<file path="config.mk">
export PLATFORM = sky130hd
export DESIGN_NAME = sbus_frame_decoder
export DESIGN_NICKNAME = d
export VERILOG_FILES = /design/src/rtl/sfd_pkg.sv /design/src/rtl/sfd_datapath.sv /design/src/rtl/sfd_controller.sv /design/src/rtl/sbus_frame_decoder.sv
export SDC_FILE = /design/constraint.sdc
export NUM_CORES = 1
export LEC_CHECK = 0
export BUFFER_PORTS_ARGS = -buffer_cell sky130_fd_sc_hd__buf_2
export CAP_MARGIN = 20
export CORE_MARGIN = 2
export CORE_UTILIZATION = 60
export CTS_CLUSTER_DIAMETER = 50
export DETAILED_ROUTE_END_ITERATION = 10
export GPL_TIMING_DRIVEN = 0
export HOLD_SLACK_MARGIN = 0.15
export PLACE_DENSITY = 0.77
export SLEW_MARGIN = 20
export SYNTH_ARGS = -nofsm -noshare
export SYNTH_HDL_FRONTEND = slang
export SYNTH_HIERARCHICAL = 1
export SYNTH_SLANG_ARGS = --single-unit
export TNS_END_PERCENT = 50
</file>
<file path="constraint.sdc">
create_clock -name i_clk -period 8.9 [get_ports i_clk]
set_input_delay 1.335 -clock i_clk [delete_from_list [all_inputs] [get_ports i_clk]]
set_output_delay 1.335 -clock i_clk [all_outputs]
set_load 0.01 [all_outputs]
</file>
<file path="src/rtl/sfd_pkg.sv">
package sfd_pkg;

    // Frame layout
    localparam int unsigned FrameLen    = 25;
    localparam int unsigned HeldLen     = FrameLen - 1;
    localparam int unsigned NumChannels = 16;
    localparam int unsigned ChanBits    = 11;
    localparam int unsigned PayloadLen  = 22;
    localparam int unsigned PayloadBits = PayloadLen * 8;
    localparam int unsigned FlagPos     = 23;

    localparam logic [7:0] START_BYTE = 8'h0F;
    localparam logic [7:0] END_BYTE_0 = 8'h00;
    localparam logic [7:0] END_BYTE_1 = 8'h04;
    localparam logic [7:0] END_BYTE_2 = 8'h14;
    localparam logic [7:0] END_BYTE_3 = 8'h24;
    localparam logic [7:0] END_BYTE_4 = 8'h34;

    localparam logic [4:0] HELD_FULL = 5'(HeldLen);
    localparam logic [3:0] LAST_CHAN = 4'(NumChannels - 1);

    // Commands from the controller to the datapath
    typedef struct packed {
        logic shift_in;
        logic load;
        logic advance;
    } t_cmd;

    // Status from the datapath to the controller
    typedef struct packed {
        logic frame_ok;
        logic last;
    } t_sts;

    typedef enum logic [1:0] {
        ST_COLLECT = 2'b01,
        ST_EMIT    = 2'b10
    } t_state;

    function automatic logic end_byte_ok(input logic [7:0] b);
        return (b == END_BYTE_0) || (b == END_BYTE_1) || (b == END_BYTE_2) ||
               (b == END_BYTE_3) || (b == END_BYTE_4);
    endfunction

endpackage

</file>
<file path="src/rtl/sfd_datapath.sv">
module sfd_datapath import sfd_pkg::*; (
    input  logic                i_clk,
    input  logic [7:0]          i_rx_byte,
    input  t_cmd                i_cmd,
    output t_sts                o_sts,
    output logic [3:0]          o_channel_index,
    output logic [10:0]         o_channel_value,
    output logic [7:0]          o_status_flags,
    output logic                o_last_channel
);

    // The last 24 bytes received; entry HeldLen-1 is the newest.
    logic [7:0]             r_win [HeldLen];
    logic [PayloadBits-1:0] r_payload;
    logic [PayloadBits-1:0] n_payload;
    logic [7:0]             r_flags;
    logic [3:0]             r_index;

    // Window shift line: every accepted item moves the bytes down by one.
    always_ff @(posedge i_clk) begin
        if (i_cmd.shift_in) begin
            for (int i = 0; i < HeldLen - 1; i++) begin
                r_win[i] <= r_win[i+1];
            end
            r_win[HeldLen-1] <= i_rx_byte;
        end
    end

    // The full frame is the held bytes plus the incoming one as the end byte.
    assign o_sts.frame_ok = (r_win[0] == START_BYTE) && end_byte_ok(i_rx_byte);
    assign o_sts.last     = (r_index == LAST_CHAN);

    // Payload register: loaded from frame bytes 1 to 22, then shifted one
    // channel at a time so the current channel always sits at the bottom.
    always_comb begin
        n_payload = r_payload;
        if (i_cmd.load) begin
            for (int j = 0; j < PayloadLen; j++) begin
                n_payload[j*8 +: 8] = r_win[j+1];
            end
        end else if (i_cmd.advance) begin
            n_payload = r_payload >> ChanBits;
        end
    end

    always_ff @(posedge i_clk) begin
        r_payload <= n_payload;
        if (i_cmd.load) begin
            r_flags <= r_win[FlagPos];
        end
    end

    // Channel counter, restarted with each new frame.
    always_ff @(posedge i_clk) begin
        if (i_cmd.load) begin
            r_index <= '0;
        end else if (i_cmd.advance) begin
            r_index <= r_index + 4'd1;
        end
    end

    assign o_channel_index = r_index;
    assign o_channel_value = r_payload[ChanBits-1:0];
    assign o_status_flags  = r_flags;
    assign o_last_channel  = o_sts.last;

endmodule

</file>
<file path="src/rtl/sfd_controller.sv">
module sfd_controller import sfd_pkg::*; (
    input  logic i_clk,
    input  logic i_rst_n,
    input  logic i_rx_valid,
    output logic o_rx_ready,
    output logic o_res_valid,
    input  logic i_res_ready,
    input  t_sts i_sts,
    output t_cmd o_cmd
);

    t_state     r_state;
    t_state     n_state;
    logic [4:0] r_count;
    logic [4:0] n_count;
    logic       accept;
    logic       full;

    // Bytes are taken only while no frame is being emitted.
    assign o_rx_ready  = (r_state == ST_COLLECT);
    assign o_res_valid = (r_state == ST_EMIT);
    assign accept      = i_rx_valid && o_rx_ready;
    assign full        = accept && (r_count == HELD_FULL);

    assign o_cmd.shift_in = accept;
    assign o_cmd.load     = full && i_sts.frame_ok;
    assign o_cmd.advance  = o_res_valid && i_res_ready;

    // Byte count and state sequencing.
    always_comb begin
        n_state = r_state;
        n_count = r_count;
        unique case (r_state)
            ST_COLLECT: begin
                if (full) begin
                    if (i_sts.frame_ok) begin
                        n_count = '0;
                        n_state = ST_EMIT;
                    end
                end else if (accept) begin
                    n_count = r_count + 5'd1;
                end
            end
            ST_EMIT: begin
                if (o_cmd.advance && i_sts.last) begin
                    n_state = ST_COLLECT;
                end
            end
            default: begin
                n_state = ST_COLLECT;
            end
        endcase
    end

    always_ff @(posedge i_clk) begin
        if (!i_rst_n) begin
            r_state <= ST_COLLECT;
            r_count <= '0;
        end else begin
            r_state <= n_state;
            r_count <= n_count;
        end
    end

`ifndef SYNTHESIS
    a_count_range: assert property (@(posedge i_clk) disable iff (!i_rst_n)
        r_count <= HELD_FULL)
        else $error("byte count beyond held window");

    a_emit_empty: assert property (@(posedge i_clk) disable iff (!i_rst_n)
        (r_state == ST_EMIT) |-> (r_count == 5'd0))
        else $error("window not empty while emitting");

    a_load_emit: assert property (@(posedge i_clk) disable iff (!i_rst_n)
        o_cmd.load |=> (r_state == ST_EMIT) && !o_rx_ready)
        else $error("good frame did not start emission");

    a_last_ends: assert property (@(posedge i_clk) disable iff (!i_rst_n)
        (o_cmd.advance && i_sts.last) |=> (r_state == ST_COLLECT))
        else $error("emission did not end after last channel");
`endif

endmodule

</file>
<file path="src/rtl/sbus_frame_decoder.sv">
// Latency: a byte that completes a good frame gives the first result in the next cycle.
// Throughput: one byte per cycle while collecting; a good frame then emits its 16 channel
// items, one per cycle that the result side is ready, and bytes wait until the last one.
// The channel counter, stepping through the 16 channel items, ends the emission of one frame.
// Reset (synchronous, active low) clears the controller state and byte count; the window bytes are not reset.
module sbus_frame_decoder import sfd_pkg::*; (
    input  logic        i_clk,
    input  logic        i_rst_n,
    input  logic        i_rx_valid,
    output logic        o_rx_ready,
    input  logic [7:0]  i_rx_byte,
    output logic        o_res_valid,
    input  logic        i_res_ready,
    output logic [3:0]  o_channel_index,
    output logic [10:0] o_channel_value,
    output logic [7:0]  o_status_flags,
    output logic        o_last_channel
);

    t_cmd cmd;
    t_sts sts;

    // Sequencing of collection and emission.
    sfd_controller u_ctrl (
        .i_clk       (i_clk),
        .i_rst_n     (i_rst_n),
        .i_rx_valid  (i_rx_valid),
        .o_rx_ready  (o_rx_ready),
        .o_res_valid (o_res_valid),
        .i_res_ready (i_res_ready),
        .i_sts       (sts),
        .o_cmd       (cmd)
    );

    // Window, frame check and channel unpacking.
    sfd_datapath u_dp (
        .i_clk           (i_clk),
        .i_rx_byte       (i_rx_byte),
        .i_cmd           (cmd),
        .o_sts           (sts),
        .o_channel_index (o_channel_index),
        .o_channel_value (o_channel_value),
        .o_status_flags  (o_status_flags),
        .o_last_channel  (o_last_channel)
    );

endmodule

</file>
==> flow_summary_export.csv, run 1 <==
group,metric,value,unit
grt,grt_util_all_layers,17.75,%
sta,grt_setup_unrepaired,"false",
grt,grt_max_degree,102,
synthesis,async_reset_ff_share,0,%
worst_setup_path,r2r-start,"u_dp/r_win[0][5]$_DFFE_PP_",
clock_network,clkTransAtPathRegs,60,ps
placed_design,dp.final_hpwl,13230,um
grt,overflow,0,
sta,setup_viol,0,
route,num_vias,5968,
final_layout,finalNetCount,740,
sta,fin_skew,15.29,ps
sta,maxClockFrequency,234.0,MHz
placed_design,dpl.cell_count,1005,
worst_setup_path,arrival,4470,ps
sta,fin_setup_tns,0,ps
synthesis,synth.avg_cell_area,22.29,um^2
clock_network,cts_tree,"done",
synthesis,synth_seq_area_share,80.07,%
final_layout,fin_area,16260,um^2
clock_network,cts_resized,0,
synthesis,ys_types,36,
sta,drv_slew,0,
route,routedWlPerCell,20.62,um
route,drtPass1Iterations,4,
power_and_ir_drop,total_power,3.607,mW
sta,worst_pin_slew,703.1,ps
power_and_ir_drop,power_density,221.9,nW/um^2
power_and_ir_drop,vdd_ir_drop_max,0.1908,mV
placed_design,routabilityCongestion,0.7174,
die,num_io_pins,38,
die,dieArea,25210,um^2
placed_design,numPortBuffers,37,
final_layout,n_antenna_cell,0,
worst_setup_path,cp-end-kind,"register",
hold_path,hp-class,"reg -> reg",
clock_network,cts_made_buffers,37,
placed_design,pre_cts_slack,4116,ps
die,core_area,23470,um^2
final_layout,drive_gt1_share,39.12,%
sta,fin_hold_ws,439.1,ps
clock_network,postCtsSetupRepairBufs,0,
clock_network,cts_sinks,387,
clock_network,clk_path_buf_depth,3,
worst_setup_path,required,9100,ps
worst_setup_path,crit_type,"in -> reg",
die,start_util,61.25,%
route,drtIter0Drc,429,
grt,grt_pass1_wl,34410,um
route,detail-route-antenna-nets,0,
synthesis,synthesis.nets,660,
grt,antenna_found_initial,1,
flow_run,drv_cap,0,
final_layout,fill_cells,1384,
power_and_ir_drop,p_leak,6.209,nW
route,drc,0,
synthesis,yosys_most_used_dff,"edfxtp_1",
synthesis,synth_edf_count,376,
die,dieWidth,158.8,um
sta,hold_viol_final,0,
grt,grt_pass1_vias,6392,
sta,worst_slack,4627,ps
synthesis,synthCells,645,
synthesis,ys_warn_count,6,
sta,fin_crit,4273,ps
synthesis,ys_ff_latch,387,
sta,timing.slew.headroom,53.13,%
final_layout,final_cells,1073,
run_status,status,"finished, final reports clean",
final_layout,post-route-util,69.26,%
final_layout,area_growth,13.09,%
worst_setup_path,crit_start,"i_rx_byte[3]",
worst_setup_path,cp_max_fo,44,
die,dieHeight,158.8,um
die,num_rows,56,
worst_setup_path,startpoint_type,"primary input",
synthesis,synth_area,14380,um^2
hold_path,min_from,"u_dp/r_win[2][34]$_DFFE_PP_",
sta,post-route-period-util,48.01,%
clock_network,cts_root_buffer,"clkbuf_16",
clock_network,insertion_delay,520,ps
placed_design,postPlaceCellArea,15070,um^2
route,via_per_inst,5.562,
route,totalWireLength,22120,um
clock_network,cts_hold_buf,0,
clock_network,htree_levels,2,
-- layer usage --
metal | up-vias | GRT usage (%) | routed length, um
met5 | - | 0 | 0
met2 | 120 | 32.41 | 12010
met1 | 3104 | 20.90 | 8671
met3 | 40 | 3.344 | 884
met4 | 0 | 6.631 | 554
li1 | 2704 | - | -
-- state kept, by name, indices dropped and copies added, names as in the netlist --
signal                count
u_ctrl/r_count            5
u_ctrl/r_state            2
u_dp/o_channel_index      4
u_dp/o_status_flags       8
u_dp/r_payload          176
u_dp/r_win              192
-- area by class of cell --
| class | count | area [um^2] | area share [%] |
|---|---|---|---|
| clock buffers | 52 | 1055 | 6.488 |
| clock inverters | 16 | 130.1 | 0.8004 |
| repair buffers | 41 | 287.8 | 1.770 |
| plain buffers | 34 | 277.8 | 1.708 |
| multi-input cells | 221 | 2586 | 15.91 |
| flip-flops and latches | 387 | 11510 | 70.80 |
| inverters | 3 | 11.26 | 0.06926 |
| well taps | 319 | 399.1 | 2.455 |
-- final timing paths --
path,endpoint,slack [ps],depth (start not counted)
max reg2reg,u_dp/r_payload[50]$_DFFE_PP_,4910,10
min,u_dp/r_win[2][26]$_DFFE_PP_,440,0
max,u_dp/r_payload[50]$_DFFE_PP_,4630,10
min reg2reg,u_dp/r_win[2][26]$_DFFE_PP_,440,0
-- report_power, final --
part / switching (mW) / total [mW] / internal [mW]
registers: 0.0276 / 2.07 / 2.04
logic: 0.0224 / 0.0296 / 0.00711
clock network: 0.619 / 1.51 / 0.888
total: 0.669 / 3.61 / 2.94
-- cells by family (layout without fill, tap and decap cells) --
logic type | count (synthesis) | count (layout) | share of synthesized area [%]
fa+ha+maj | 3 | 3 | 0.2611
mux | 167 | 167 | 15.26
buf+inv | 37 | 146 | 1.958
compound gates | 14 | 14 | 0.8008
xor+xnor | 3 | 3 | 0.1828
flops | 387 | 387 | 80.07
simple gates | 34 | 34 | 1.471
-- cells in the mapped netlist (all sizes together), types with 2 or more instances --
library cell	count	area (um^2)
nand4b	2	17.52
o21ai	2	10.01
a41oi	2	17.52
nor2	5	18.77
xor2	2	17.52
buf	33	266.5
edfxtp	376	11290
ha	3	37.54
and2	12	75.07
and3	2	13.77
nor2b	2	12.51
mux2	165	2173
inv	3	11.26
nor3	2	10.01
dfxtp	11	220.2
mux2i	2	20.02
a311oi	3	26.28
a32o	2	20.02
nand2	3	11.26
-- critical path, stage by stage --
cell      delay [ps]
buf_2            100
nor3_1           470
o2111a_1         350
and3_2           400
buf_6            200
buf_6            190
buf_6            210
or2_4            550
buf_12           320
buf_16           280
-- placed cells by master, fill, tap and decap left out, types with 2 or more instances in the layout --
master / instances
a311oi_1: 3
buf_16: 3
dfxtp_1: 11
clkbuf_16: 39
o21ai_0: 2
mux2i_1: 2
buf_4: 12
and2_1: 12
ha_1: 3
nand2_1: 3
buf_6: 11
clkinv_1: 6
mux2_2: 81
buf_2: 46
nor3_1: 2
bufinv_16: 2
nor2_1: 5
nor2b_1: 2
inv_6: 2
xor2_1: 2
inv_1: 3
nand4b_1: 2
mux2_4: 84
a41oi_1: 2
clkbuf_8: 3
clkinv_2: 6
clkbuf_1: 11
a32o_1: 2
edfxtp_1: 376
Note: power is estimated with default switching activity, not from simulation.
==> run 2, diff against run 1 <==
==> constraint.sdc (replaced) <==
create_clock -name i_clk -period 4.35 [get_ports i_clk]
set_input_delay 0.6525 -clock i_clk [delete_from_list [all_inputs] [get_ports i_clk]]
set_output_delay 0.6525 -clock i_clk [all_outputs]
set_load 0.01 [all_outputs]
==> flow_summary_export.csv, run 2 (same netlist as run 1, synthesis figures left out) <==
group,metric,value,unit
final_layout,largest_reg_flops,192,
route,totalWireLength,22000,um
clock_network,cts_root_buffer,"clkbuf_16",
worst_setup_path,worstPathCellList,"nand4b_1, nor3_1, o2111a_1, and3_2, buf_6, buf_6, buf_6, or2_4, buf_16, buf_16",
route,drtPass1Iterations,4,
clock_network,clkTransAtPathRegs,60,ps
flow_run,drv_cap,0,
clock_network,cts_hold_buf,0,
clock_network,clk_path_buf_depth,3,
route,num_vias,5972,
sta,drv_slew,0,
die,dieArea,25210,um^2
power_and_ir_drop,total_power,7.466,mW
sta,post-route-period-util,94.12,%
grt,antenna_found_initial,0,
power_and_ir_drop,p_leak,6.232,nW
route,detail-route-antenna-nets,0,
grt,grt_max_degree,78,
route,via_per_inst,5.561,
final_layout,drive_gt1_share,38.81,%
grt,grt_pass1_wl,34480,um
final_layout,n_antenna_cell,0,
sta,timing.slew.headroom,51.18,%
worst_setup_path,cp_slowest_cell,"nor3_1",
worst_setup_path,r2r-start,"u_dp/r_win[0][5]$_DFFE_PP_",
power_and_ir_drop,power_frac_comb,0.8,%
final_layout,post-route-util,69.51,%
sta,worst_pin_slew,726.8,ps
clock_network,htree_levels,2,
clock_network,cts_tree,"done",
placed_design,numPortBuffers,37,
sta,grt_setup_unrepaired,"false",
worst_setup_path,rrSetupSlack,260,ps
worst_setup_path,cpMostUsedCell,"buf_6",
hold_path,min_from,"i_rx_byte[3]",
die,dieWidth,158.8,um
die,num_io_pins,38,
die,dieHeight,158.8,um
final_layout,area_growth,13.50,%
route,drtIter0Drc,436,
worst_setup_path,cp_slowest_stage_delay,580,ps
sta,fin_hold_ws,336.7,ps
worst_setup_path,arrival,4270,ps
worst_setup_path,required,4530,ps
hold_path,hold_end,"u_dp/r_win[2][59]$_DFFE_PP_",
worst_setup_path,startpoint_type,"register",
grt,grt_pass1_vias,6369,
power_and_ir_drop,internal_power,6.089,mW
sta,fin_crit,4094,ps
power_and_ir_drop,seq_power_share,56.7,%
placed_design,dp.final_hpwl,13050,um
final_layout,finalNetCount,742,
run_status,status,"finished, final reports clean",
die,core_area,23470,um^2
worst_setup_path,cp-end-kind,"register",
die,start_util,61.25,%
clock_network,insertion_delay,510,ps
final_layout,final_cell_mix,"edfxtp_1 (376), mux2_4 (84), mux2_2 (81)",
power_and_ir_drop,power_density,457.5,nW/um^2
route,routedWlPerCell,20.48,um
grt,overflow,0,
sta,maxClockFrequency,244.3,MHz
sta,hold_viol_final,0,
sta,fin_skew,10.93,ps
final_layout,final_common_cell,"edfxtp_1",
worst_setup_path,cp_max_fo,54,
worst_setup_path,rr_worst_depth,10,
grt,grt_util_all_layers,17.61,%
worst_setup_path,crit_type,"reg -> reg",
final_layout,top_register,"u_dp/r_win",
power_and_ir_drop,netSwitchingFraction,18.43,%
placed_design,routabilityCongestion,0.7314,
worst_setup_path,r2r_end,"u_dp/r_payload[126]$_DFFE_PP_",
die,num_rows,56,
route,drc,0,
hold_path,hold_depth,1,
hold_path,hp-class,"in -> reg",
clock_network,cts_made_buffers,38,
sta,setup_viol,0,
clock_network,cts_sinks,387,
power_and_ir_drop,switching_power,1.376,mW
power_and_ir_drop,pwr-share-clk,42.4,%
clock_network,postCtsSetupRepairBufs,0,
power_and_ir_drop,vdd_ir_drop_max,0.3569,mV
clock_network,cts_resized,0,
run 2: changes by cell type in the layout (fill, tap and decap cells not counted), sizes merged:
cell    delta
buf        +1
bufinv     +1
clkbuf     -1
clkinv     +1
inv        -1
run 2: area by class of cell:
cell class | instances | area [um^2]
Buffer | 34 | 277.8
Clock buffer | 51 | 1064
Clock inverter | 17 | 152.6
Fill cell | 1386 | 7156
Inverter | 3 | 11.26
Multi-Input combinational cell | 221 | 2586
Sequential cell | 387 | 11510
Tap cell | 319 | 399.1
Timing Repair Buffer | 42 | 315.3
run 2: worst max-delay path: cells and delay by family, from the launching register on:
| kind | cells | cell delay, ps |
|---|---|---|
| AOI/OAI and AO/OA | 1 | 390 |
| buffers and inverters | 5 | 1220 |
| and+or+nand+nor | 4 | 1750 |
| DFF | 1 | 340 |
run 2: power groups by stage:
stage / combinational, mW / sequential, mW / clock [mW]
6_report: 0.0632 / 4.24 / 3.17
3_3_place_gp: 0.0540 / 4.31 / 0
2_1_floorplan: 0.0354 / 4.29 / 0
3_5_place_dp: 0.0639 / 4.31 / 0
4_1_cts: 0.0637 / 4.24 / 3.22
5_1_grt: 0.0694 / 4.25 / 3.36
run 2: metrics by stage:
stage | area [um^2] | setup slack [ps] | setup TNS, ps | std cells
after floorplan | 14380 | 701.7 | 0 | 645
after global placement | 14960 | -490.8 | -84820 | 1001
after detailed placement | 15100 | 182.8 | 0 | 1006
after CTS | 16320 | 168.9 | 0 | 1074
after global routing | 16320 | 59.48 | 0 | 1074
final | 16320 | 255.9 | 0 | 1074
run 2: worst max path at each step:
stage	startpoint	to	cells after the start
2_1_floorplan	i_rx_byte[1]	u_dp/r_payload[0]$_DFFE_PP_	7
3_3_place_gp	u_dp/r_win[0][5]$_DFFE_PP_	u_dp/r_payload[4]$_DFFE_PP_	8
3_5_place_dp	u_dp/r_win[0][5]$_DFFE_PP_	u_dp/r_payload[58]$_DFFE_PP_	10
4_1_cts	u_dp/r_win[0][5]$_DFFE_PP_	u_dp/r_payload[126]$_DFFE_PP_	10
5_1_grt	u_dp/r_win[0][5]$_DFFE_PP_	u_dp/r_payload[126]$_DFFE_PP_	10
6_report	u_dp/r_win[0][5]$_DFFE_PP_	u_dp/r_payload[126]$_DFFE_PP_	10
run 2: per-layer routing:
layer	global-route usage [%]	routed length (um)	vias up
li1	-	-	2705
met1	21.45	8969	3103
met2	32.04	11790	122
met3	2.926	784	42
met4	5.880	450	0
met5	0	0	-
